==> config.mk <==
export PLATFORM = sky130hd
export DESIGN_NAME = colour_space_to_rgb_converter
export DESIGN_NICKNAME = d
export VERILOG_FILES = /design/src/hdl/csrgb_pkg.sv /design/src/hdl/colour_space_to_rgb_converter.sv
export VERILOG_INCLUDE_DIRS = /design/src /design/src/hdl
export SDC_FILE = /design/constraint.sdc
export NUM_CORES = 2
export LEC_CHECK = 0
export ABC_AREA = 1
export BUFFER_PORTS_ARGS = -buffer_cell sky130_fd_sc_hd__buf_2
export CORE_AREA = 2 2 513 515
export DETAILED_ROUTE_END_ITERATION = 10
export DIE_AREA = 0 0 515 517
export GPL_TIMING_DRIVEN = 0
export PLACE_DENSITY_LB_ADDON = 0.1
export SYNTH_ARGS = -nofsm -noshare
export SYNTH_HDL_FRONTEND = slang
export SYNTH_SLANG_ARGS = --single-unit
==> constraint.sdc <==
create_clock -name clk -period 12.5 [get_ports clk]
set_input_delay 1.25 -clock clk [delete_from_list [all_inputs] [get_ports clk]]
set_output_delay 1.25 -clock clk [all_outputs]
set_load 0.01 [all_outputs]
==> src/hdl/colour_space_to_rgb_converter_defines.svh <==
// Assertion macros used by the colour space converter RTL.
`ifndef COLOUR_SPACE_TO_RGB_CONVERTER_DEFINES_SVH
`define COLOUR_SPACE_TO_RGB_CONVERTER_DEFINES_SVH

// Same-cycle implication, checked on every rising clock edge outside reset.
`define CSRGB_ASSERT_NOW(label, ante, cons, msg) \
  label: assert property (@(posedge clk) disable iff (rst) (ante) |-> (cons)) else $error(msg);

// Next-cycle implication, checked on every rising clock edge outside reset.
`define CSRGB_ASSERT_NEXT(label, ante, cons, msg) \
  label: assert property (@(posedge clk) disable iff (rst) (ante) |=> (cons)) else $error(msg);

`endif

==> src/hdl/csrgb_pkg.sv <==
// Package with types, fixed-point constants and tables of the colour space converter.
`timescale 1ns / 1ps

package csrgb_pkg;

  // Fixed-point format: signed values with FRAC_BITS fraction bits.
  localparam int FRAC_BITS = 16;
  localparam longint Q_ONE = longint'(1) << FRAC_BITS;

  // Widths of the datapath.
  localparam int COMP_W = 8;
  localparam int Q_W    = FRAC_BITS + 1;       // unsigned unit values 0..1
  localparam int MUL_W  = 2 * Q_W;             // product of two unit values
  localparam int COEF_W = FRAC_BITS + 3;       // matrix coefficients, |k| < 4
  localparam int PROD_W = COEF_W + COMP_W + 1; // coefficient times component
  localparam int SUM_W  = PROD_W + 2;          // three products plus offset

  // HSV constants: percent scale and hue steps in halved degrees.
  localparam int PCT_FULL  = 100;
  localparam int PCT_IDX_W = 7;
  localparam int HUE_STEP  = 30;
  localparam int HUE_PAIR  = 2 * HUE_STEP;
  localparam int HUE_MAX_SECTOR = 255 / HUE_STEP;
  localparam int SECTOR_W = 4;
  localparam int HUE_REM_W = 6;
  localparam int CHAN_MAX = 255;

  // Rounding of decimal constants to the fixed-point grid.
  localparam longint MICRO_DEN  = 1000000;
  localparam longint MICRO_HALF = 500000;
  localparam longint MILLI_DEN  = 1000;
  localparam longint MILLI_HALF = 500;

  typedef enum logic [1:0] {
    SPACE_RGB,
    SPACE_HSV,
    SPACE_YCC_FULL,
    SPACE_YCC_BT601
  } space_t;

  typedef logic signed [COEF_W-1:0] coef_t;
  typedef logic signed [SUM_W-1:0]  offs_t;
  typedef logic [Q_W-1:0] pct_tbl_t [0:PCT_FULL];
  typedef logic [Q_W-1:0] hue_tbl_t [0:HUE_PAIR-1];

  function automatic longint q_micro(input longint k);
    return ((k << FRAC_BITS) + MICRO_HALF) / MICRO_DEN;
  endfunction

  function automatic longint q_milli(input longint k);
    return ((k << FRAC_BITS) + MILLI_HALF) / MILLI_DEN;
  endfunction

  // Full-range YCbCr coefficients.
  localparam longint K_JR  = q_micro(1402000);
  localparam longint K_JGB = q_micro(344136);
  localparam longint K_JGR = q_micro(714136);
  localparam longint K_JB  = q_micro(1772000);

  // Studio-range BT.601 coefficients and offsets.
  localparam longint K_BY  = q_micro(1164383);
  localparam longint K_BR  = q_micro(1596027);
  localparam longint K_BGB = q_micro(391762);
  localparam longint K_BGR = q_micro(812968);
  localparam longint K_BB  = q_micro(2017232);
  localparam longint K_BOR = q_milli(222921);
  localparam longint K_BOG = q_milli(135576);
  localparam longint K_BOB = q_milli(276836);

  // Matrix per source space: [space][output channel][input component].
  // The HSV row is unused and zero.
  localparam coef_t COEF [4][3][3] = '{
    '{'{coef_t'(Q_ONE), coef_t'(0), coef_t'(0)},
      '{coef_t'(0), coef_t'(Q_ONE), coef_t'(0)},
      '{coef_t'(0), coef_t'(0), coef_t'(Q_ONE)}},
    '{'{coef_t'(0), coef_t'(0), coef_t'(0)},
      '{coef_t'(0), coef_t'(0), coef_t'(0)},
      '{coef_t'(0), coef_t'(0), coef_t'(0)}},
    '{'{coef_t'(Q_ONE), coef_t'(0), coef_t'(K_JR)},
      '{coef_t'(Q_ONE), coef_t'(-K_JGB), coef_t'(-K_JGR)},
      '{coef_t'(Q_ONE), coef_t'(K_JB), coef_t'(0)}},
    '{'{coef_t'(K_BY), coef_t'(0), coef_t'(K_BR)},
      '{coef_t'(K_BY), coef_t'(-K_BGB), coef_t'(-K_BGR)},
      '{coef_t'(K_BY), coef_t'(K_BB), coef_t'(0)}}
  };

  // Constant term per space and channel; the full-range chroma bias of 128
  // is folded in here.
  localparam offs_t OFFS [4][3] = '{
    '{offs_t'(0), offs_t'(0), offs_t'(0)},
    '{offs_t'(0), offs_t'(0), offs_t'(0)},
    '{offs_t'(-128 * K_JR), offs_t'(128 * (K_JGB + K_JGR)), offs_t'(-128 * K_JB)},
    '{offs_t'(-K_BOR), offs_t'(K_BOG), offs_t'(-K_BOB)}
  };

  // Percent to unit fraction, truncated.
  function automatic pct_tbl_t build_pct_tbl();
    pct_tbl_t t;
    for (int i = 0; i <= PCT_FULL; i++) begin
      t[i] = Q_W'((longint'(i) << FRAC_BITS) / PCT_FULL);
    end
    return t;
  endfunction

  // Weight of X relative to C for the hue remainder within a sector pair:
  // 1 - |hue/60 mod 2 - 1|.
  function automatic hue_tbl_t build_hue_tbl();
    hue_tbl_t t;
    longint f;
    longint d;
    for (int i = 0; i < HUE_PAIR; i++) begin
      f = (longint'(i) << FRAC_BITS) / HUE_STEP;
      d = (f >= Q_ONE) ? (f - Q_ONE) : (Q_ONE - f);
      t[i] = Q_W'(Q_ONE - d);
    end
    return t;
  endfunction

  localparam pct_tbl_t PCT_Q = build_pct_tbl();
  localparam hue_tbl_t HUE_W = build_hue_tbl();

endpackage

==> src/hdl/colour_space_to_rgb_converter.sv <==
// Top level of the colour space to RGB converter: five-stage pixel pipeline.
`timescale 1ns / 1ps
`include "colour_space_to_rgb_converter_defines.svh"

// Converts one pixel per beat from RGB, HSV, full-range YCbCr or BT.601
// YCbCr to RGB. The source space is set through cfg_wr_en / cfg_wr_data
// and should only change while no pixel is in flight; each beat takes the
// space that is set when it is accepted.
// Input beats arrive on s_axis_* and results leave on m_axis_*, one result
// per input beat, in order. Alpha is copied through unchanged.
// The datapath has five register stages (table lookup and coefficient
// products, chroma and matrix sum, X and m, channel scaling, clamp), the
// last one being the output register; an accepted beat passes through
// the stages in that order to m_axis_*.
// Throughput is one pixel per clock while the receiver takes beats.
// When the receiver stalls, each stage holds its beat; empty stages still
// fill, so up to five beats are held, and s_axis_tready drops only when
// every stage is occupied and the output waits.
// Reset clears all stage valid bits and sets the source space to RGB.
module colour_space_to_rgb_converter (
  input  logic        clk,
  input  logic        rst,
  input  logic        s_axis_tvalid,
  output logic        s_axis_tready,
  input  logic [31:0] s_axis_tdata,  // first_component, second_component,
                                     // third_component, alpha_in
  output logic        m_axis_tvalid,
  input  logic        m_axis_tready,
  output logic [31:0] m_axis_tdata,  // red, green, blue, alpha_out
  input  logic        cfg_wr_en,
  input  logic [1:0]  cfg_wr_data
);

  localparam int STAGES = 5;

  csrgb_pkg::space_t space;

  logic [STAGES-1:0] vld;
  logic [STAGES-1:0] adv;

  // Stage 1 combinational inputs.
  logic [csrgb_pkg::COMP_W-1:0]    in_comp [3];
  logic [csrgb_pkg::PCT_IDX_W-1:0] sat_idx;
  logic [csrgb_pkg::PCT_IDX_W-1:0] val_idx;
  logic [csrgb_pkg::SECTOR_W-1:0]  in_sector;
  logic [csrgb_pkg::COMP_W-1:0]    pair_base;
  logic [csrgb_pkg::HUE_REM_W-1:0] hue_rem;
  logic signed [csrgb_pkg::PROD_W-1:0] in_prod [3][3];

  // Stage 1 registers.
  csrgb_pkg::space_t s1_sp;
  logic [7:0] s1_alpha;
  logic [csrgb_pkg::Q_W-1:0] s1_s_q;
  logic [csrgb_pkg::Q_W-1:0] s1_v_q;
  logic [csrgb_pkg::Q_W-1:0] s1_w_q;
  logic [csrgb_pkg::SECTOR_W-1:0] s1_sector;
  logic signed [csrgb_pkg::PROD_W-1:0] s1_prod [3][3];

  // Stage 2 registers.
  csrgb_pkg::space_t s2_sp;
  logic [7:0] s2_alpha;
  logic [csrgb_pkg::Q_W-1:0] s2_c_q;
  logic [csrgb_pkg::Q_W-1:0] s2_v_q;
  logic [csrgb_pkg::Q_W-1:0] s2_w_q;
  logic [csrgb_pkg::SECTOR_W-1:0] s2_sector;
  logic signed [csrgb_pkg::SUM_W-1:0] s2_sum [3];
  logic [csrgb_pkg::MUL_W-1:0] c_full;

  // Stage 3 registers.
  csrgb_pkg::space_t s3_sp;
  logic [7:0] s3_alpha;
  logic [csrgb_pkg::Q_W-1:0] s3_c_q;
  logic [csrgb_pkg::Q_W-1:0] s3_x_q;
  logic [csrgb_pkg::Q_W-1:0] s3_m_q;
  logic [csrgb_pkg::SECTOR_W-1:0] s3_sector;
  logic signed [csrgb_pkg::SUM_W-1:0] s3_sum [3];
  logic [csrgb_pkg::MUL_W-1:0] x_full;

  // Stage 4 registers.
  logic [7:0] s4_alpha;
  logic signed [csrgb_pkg::SUM_W-1:0] s4_val [3];
  logic [csrgb_pkg::Q_W-1:0] hsv_ch [3];
  logic [csrgb_pkg::SUM_W-1:0] hsv_val [3];

  // Output stage.
  logic [7:0] out_chan [3];
  logic [7:0] out_alpha;
  logic [7:0] clamp_chan [3];

  // Configuration register.
  always_ff @(posedge clk) begin
    if (rst) begin
      space <= csrgb_pkg::SPACE_RGB;
    end else if (cfg_wr_en) begin
      space <= csrgb_pkg::space_t'(cfg_wr_data);
    end
  end

  // Per-stage advance: a stage loads when it is empty or its successor loads.
  always_comb begin
    adv[STAGES-1] = !vld[STAGES-1] || m_axis_tready;
    for (int i = STAGES - 2; i >= 0; i--) begin
      adv[i] = !vld[i] || adv[i+1];
    end
  end

  assign s_axis_tready = adv[0];

  always_ff @(posedge clk) begin
    if (rst) begin
      vld <= '0;
    end else begin
      if (adv[0]) begin
        vld[0] <= s_axis_tvalid;
      end
      for (int i = 1; i < STAGES; i++) begin
        if (adv[i]) begin
          vld[i] <= vld[i-1];
        end
      end
    end
  end

  // Stage 1 logic: percent and hue tables, sector, matrix products.
  always_comb begin
    in_comp[0] = s_axis_tdata[7:0];
    in_comp[1] = s_axis_tdata[15:8];
    in_comp[2] = s_axis_tdata[23:16];

    sat_idx = (in_comp[1] > 8'(csrgb_pkg::PCT_FULL)) ?
              csrgb_pkg::PCT_IDX_W'(csrgb_pkg::PCT_FULL) : in_comp[1][6:0];
    val_idx = (in_comp[2] > 8'(csrgb_pkg::PCT_FULL)) ?
              csrgb_pkg::PCT_IDX_W'(csrgb_pkg::PCT_FULL) : in_comp[2][6:0];

    // Sector is hue / 30, counted against the sector boundaries.
    in_sector = '0;
    for (int k = 1; k <= csrgb_pkg::HUE_MAX_SECTOR; k++) begin
      in_sector = in_sector +
                  csrgb_pkg::SECTOR_W'(in_comp[0] >= 8'(k * csrgb_pkg::HUE_STEP));
    end
    pair_base = 8'({5'b0, in_sector[3:1]}) * 8'(csrgb_pkg::HUE_PAIR);
    hue_rem   = csrgb_pkg::HUE_REM_W'(in_comp[0] - pair_base);

    for (int c = 0; c < 3; c++) begin
      for (int k = 0; k < 3; k++) begin
        in_prod[c][k] = csrgb_pkg::PROD_W'(csrgb_pkg::COEF[space][c][k]) *
                        $signed(csrgb_pkg::PROD_W'({1'b0, in_comp[k]}));
      end
    end
  end

  always_ff @(posedge clk) begin
    if (adv[0]) begin
      s1_sp     <= space;
      s1_alpha  <= s_axis_tdata[31:24];
      s1_s_q    <= csrgb_pkg::PCT_Q[sat_idx];
      s1_v_q    <= csrgb_pkg::PCT_Q[val_idx];
      s1_w_q    <= csrgb_pkg::HUE_W[hue_rem];
      s1_sector <= in_sector;
      s1_prod   <= in_prod;
    end
  end

  // Stage 2: chroma C = V * S and the matrix sums.
  assign c_full = csrgb_pkg::MUL_W'(s1_v_q) * csrgb_pkg::MUL_W'(s1_s_q);

  always_ff @(posedge clk) begin
    if (adv[1]) begin
      s2_sp     <= s1_sp;
      s2_alpha  <= s1_alpha;
      s2_c_q    <= c_full[csrgb_pkg::FRAC_BITS +: csrgb_pkg::Q_W];
      s2_v_q    <= s1_v_q;
      s2_w_q    <= s1_w_q;
      s2_sector <= s1_sector;
      for (int c = 0; c < 3; c++) begin
        s2_sum[c] <= csrgb_pkg::SUM_W'(s1_prod[c][0]) +
                     csrgb_pkg::SUM_W'(s1_prod[c][1]) +
                     csrgb_pkg::SUM_W'(s1_prod[c][2]) +
                     csrgb_pkg::OFFS[s1_sp][c];
      end
    end
  end

  // Stage 3: secondary component X and offset m.
  assign x_full = csrgb_pkg::MUL_W'(s2_c_q) * csrgb_pkg::MUL_W'(s2_w_q);

  always_ff @(posedge clk) begin
    if (adv[2]) begin
      s3_sp     <= s2_sp;
      s3_alpha  <= s2_alpha;
      s3_c_q    <= s2_c_q;
      s3_x_q    <= x_full[csrgb_pkg::FRAC_BITS +: csrgb_pkg::Q_W];
      s3_m_q    <= s2_v_q - s2_c_q;
      s3_sector <= s2_sector;
      s3_sum    <= s2_sum;
    end
  end

  // Stage 4: sector selection, scaling to 0..255 in fixed point, and choice of HSV or matrix result.
  always_comb begin
    hsv_ch[0] = s3_m_q;
    hsv_ch[1] = s3_m_q;
    hsv_ch[2] = s3_m_q;
    case (s3_sector)
      4'd0: begin
        hsv_ch[0] = s3_m_q + s3_c_q;
        hsv_ch[1] = s3_m_q + s3_x_q;
      end
      4'd1: begin
        hsv_ch[0] = s3_m_q + s3_x_q;
        hsv_ch[1] = s3_m_q + s3_c_q;
      end
      4'd2: begin
        hsv_ch[1] = s3_m_q + s3_c_q;
        hsv_ch[2] = s3_m_q + s3_x_q;
      end
      4'd3: begin
        hsv_ch[1] = s3_m_q + s3_x_q;
        hsv_ch[2] = s3_m_q + s3_c_q;
      end
      4'd4: begin
        hsv_ch[0] = s3_m_q + s3_x_q;
        hsv_ch[2] = s3_m_q + s3_c_q;
      end
      4'd5: begin
        hsv_ch[0] = s3_m_q + s3_c_q;
        hsv_ch[2] = s3_m_q + s3_x_q;
      end
      default: begin
        // Hue beyond the last sector: gray at level m.
      end
    endcase
    for (int c = 0; c < 3; c++) begin
      hsv_val[c] = csrgb_pkg::SUM_W'(hsv_ch[c]) * csrgb_pkg::SUM_W'(csrgb_pkg::CHAN_MAX);
    end
  end

  always_ff @(posedge clk) begin
    if (adv[3]) begin
      s4_alpha <= s3_alpha;
      for (int c = 0; c < 3; c++) begin
        s4_val[c] <= (s3_sp == csrgb_pkg::SPACE_HSV) ? $signed(hsv_val[c]) : s3_sum[c];
      end
    end
  end

  // Stage 5: truncate to integer and clamp to 0..255.
  always_comb begin
    for (int c = 0; c < 3; c++) begin
      if (s4_val[c][csrgb_pkg::SUM_W-1]) begin
        clamp_chan[c] = '0;
      end else if (s4_val[c][csrgb_pkg::SUM_W-2:csrgb_pkg::FRAC_BITS] >
                   (csrgb_pkg::SUM_W-1-csrgb_pkg::FRAC_BITS)'(csrgb_pkg::CHAN_MAX)) begin
        clamp_chan[c] = 8'(csrgb_pkg::CHAN_MAX);
      end else begin
        clamp_chan[c] = s4_val[c][csrgb_pkg::FRAC_BITS +: 8];
      end
    end
  end

  always_ff @(posedge clk) begin
    if (adv[4]) begin
      out_chan  <= clamp_chan;
      out_alpha <= s4_alpha;
    end
  end

  assign m_axis_tvalid = vld[STAGES-1];
  assign m_axis_tdata  = {out_alpha, out_chan[2], out_chan[1], out_chan[0]};

  // Input is refused only when every stage holds a beat.
  `CSRGB_ASSERT_NOW(a_ready_only_when_full, !s_axis_tready, &vld, "input stalled with an empty stage")
  // Chroma never exceeds value.
  `CSRGB_ASSERT_NOW(a_chroma_le_value, vld[1] && s2_sp == csrgb_pkg::SPACE_HSV, s2_c_q <= s2_v_q, "chroma above value")
  // X never exceeds chroma.
  `CSRGB_ASSERT_NOW(a_x_le_chroma, vld[2] && s3_sp == csrgb_pkg::SPACE_HSV, s3_x_q <= s3_c_q, "X above chroma")
  // A beat moved out of stage four shows up at the output.
  `CSRGB_ASSERT_NEXT(a_stage4_to_out, vld[3] && adv[4], m_axis_tvalid, "beat lost before output")

endmodule

==> impl_metrics.yaml <==
outcome:
  status: "complete, no violations"
drt:
  drt-wirelength-per-cell_um: 20.77
  totalWireLength_mm: 270.6
  first_pass_iters: 5
  drc: 0
  final_antenna_net_count: 0
  first_iter_violations: 3797
  viasPerCell: 4.697
  vias: 61220
floorplan:
  dieArea_um2: 266300
  floorplan.initialDensity: 0.2987
  num_rows: 188
  die_y_um: 517
  coreArea_um2: 261100
  die_w_um: 515
  ios: 73
cts:
  path_clk_slew_ps: 60
  cts_max_level: 3
  cts.sinks: 507
  cts_tree: "done"
  hold_buffers: 0
  cts_setup_buffers: 0
  insertion_delay_ps: 720
  clk_path_buf_depth: 3
  cts-resized-gates: 0
  numCtsBuffers: 74
  clock-root-buffer: "clkbuf_16"
placement:
  port_buffers: 69
  place_congestion: 0.9177
  placed_area_um2: 82890
  dp_hpwl_mm: 230.2
  dp_slack_ps: 4397
cells_and_area:
  fillCellCount: 27920
  design_area_um2: 85420
  nNetsFinal: 11560
  fin_util: 0.3271
  syn_to_final_growth_pct: 9.528
  multi_input_comb_area_um2: 53370
  regArea_um2: 15150
  layout-drive-gt1-share: 0.03289
critical_path:
  crit_path_max_fanout: 10
  cp_num_cells: 20
  cp_data_arrival_time_ps: 8390
  crit_family: "adder cells"
  worstSetupEndpointType: "flip-flop"
  worst_path_most_repeated_cell: "nand2_1"
  path_cells: "clkbuf_1, nand2_1, clkbuf_1, nor2_1, fa_1, inv_1, fa_1, fa_1, inv_1, fa_1, ha_1, nand2_1, o21ai_0, a21oi_1, o21ai_0, nand2_1, nand2_1, nand2_1, nand2_1, xor2_1"
  r2r_start: "space[0]"
  slowest_stage: "nor2_1"
  start_kind: "flip-flop"
  worst-endpoint-required_ps: 12910
  rr_worst_depth: 20
  path_class: "reg -> reg"
  r2r-end: "s1_prod[104]"
  critical_path_buf_inv_count: 4
  slowest_delay_ps: 1160
  rrSetupSlack_ps: 4520
global_routing:
  grt_usage: 0.2047
  antenna_found_initial: 21
  overflow: 0
  grt_first_pass_wirelength_mm: 408.4
  grt_pass1_vias: 64030
  grt_max_degree: 89
worst_hold_path:
  hold_depth: 0
  hold_class: "reg -> reg"
  min_to: "s3_sum[28]"
  min_from: "s2_sum[28]"
timing:
  fin_ws_ps: 4519
  maxSlewHeadroom: 0.01701
  max_slew.worst_pin.slew_ps: 1471
  post-route-period-util: 0.6385
  finClkSkew_ps: 56.95
  slew_violations: 0
  fmax_ghz: 0.1253
  setup_viol: 0
  hold_viol: 0
  rsz0062_at_grt: "no"
  tns_ps: 0
  min_period_ps: 7981
synth:
  ys.flop_type: "edfxtp_1"
  synth_fp_nets: 11400
  mappedNetlistArea_um2: 77990
  ys_ff_latch: 507
  synthArstFlopShare: 0
  synth_cell_types: 61
  yosysWarnings: 0
  avgSynthCellArea_um2: 8.301
  synth_edf_count: 500
  synth_cells: 9395
  synth.yosys.seq_area_share: 0.1943
flow_run:
  cap_violations: 0
[cell families (layout without fill, tap and decap cells)]
group                      Yosys count  after routing  synth area share
and+or+nand+nor                   3150           3150            0.1684
buffers and inverters             2505           2718            0.1217
adders and majority gates         1968           1968            0.4155
AOI/OAI and AO/OA                 1031           1031           0.07382
DFF                                507            507            0.1943
xor gates and xnor gates           234            234           0.02628
other                                0              5                 0
[layer usage]
metal	GRT usage	vias up	wire length, um
met5	0	-	0
met4	0.04550	0	5757
met3	0.02244	237	11190
met2	0.3407	1244	125700
met1	0.2849	30140	128000
li1	-	29600	-
[synth_stat cells, types with 24 or more instances]
library cell     n  area (um^2)
nand2_1       1871         7023
a31oi_1         48        300.3
buf_2           28        140.1
nand3_1        433         2167
a21o_1          54        405.4
xnor2_1         77        674.4
inv_1         2306         8656
o21bai_1        34        255.2
nor3_1          69        345.3
clkbuf_1       138        518.0
xor2_1         157         1375
nor2_1         584         2192
fa_1          1036        20740
nand3b_1        24        180.2
ha_1           932        11660
nand4_1         87        544.3
edfxtp_1       500        15010
o211ai_1        26        195.2
a21oi_1        488         2442
o21ai_0        279         1396
[layout make-up]
cell class | instances | area share
flip-flops and latches | 507 | 0.1774
plain buffers | 185 | 0.009155
inverters | 2320 | 0.1021
repair buffers | 80 | 0.006885
clock buffers | 84 | 0.02224
diodes | 5 | 0.0001465
well taps | 3420 | 0.05010
clock inverters | 49 | 0.007163
multi-input cells | 6383 | 0.6248
[sequential cells by signal, summed over array words and instances, names as in the netlist, 10 cells and up]
name	flops
m_axis_tdata	24
s1_prod	153
s1_s_q	17
s1_v_q	17
s1_w_q	10
s2_c_q	17
s2_sum	42
s2_v_q	17
s2_w_q	10
s3_c_q	17
s3_m_q	17
s3_sum	42
s3_x_q	17
s4_val	42
[cells in the final DEF (no fill, tap or decap), drive strengths merged, types with 4 or more instances in the layout]
master and instances:
nor4 15, nor2 597, buf 127, o21ai 291, clkbuf 222, a21oi 490, nand2 1881, a21boi 20
o31ai 9, a21o 54, edfxtp 500, o21a 22, and3 4, clkinvlp 10, clkinv 25, a211oi 9
nand4 91, xnor2 77, o22ai 7, o221ai 7, nand3 445, inv 2325, nor3b 4, ha 932
nor3 69, fa 1036, xor2 157, o21bai 34, diode 5, nand3b 28, dfxtp 7, a31oi 48
bufinv 9, o211ai 26, or2 13
[worst reg2reg max path: stages, from the launching register on]
cell and delay [ps]:
dfxtp_1 330, clkbuf_1 740, nand2_1 420, clkbuf_1 570, nor2_1 1180, fa_1 580, inv_1 140, fa_1 460
fa_1 540, inv_1 50, fa_1 470, ha_1 380, nand2_1 90, o21ai_0 280, a21oi_1 210, o21ai_0 370
nand2_1 90, nand2_1 140, nand2_1 70, nand2_1 70, xor2_1 500
[worst max-delay path by stage]
stage / startpoint / to / slack (ps)
after floorplan: m_axis_tready / s_axis_tready / 1110
after global placement: m_axis_tready / s_axis_tready / -7070
after detailed placement: space[0] / s1_prod[104] / 4400
after CTS: space[0] / s1_prod[104] / 4390
after global routing: space[0] / s1_prod[104] / 4240
final: space[0] / s1_prod[104] / 4520
[stage by stage]
step           hold slack, ps  instances
6_report                413.0      13030
5_1_grt                 401.3      13030
4_1_cts                 405.8      13030
3_5_place_dp            404.5      12900
3_3_place_gp            402.3      12880
2_1_floorplan           400.3       9395
Power is not shown: default switching activity piles up to over one toggle a cycle in this logic, so the estimate is an artifact.
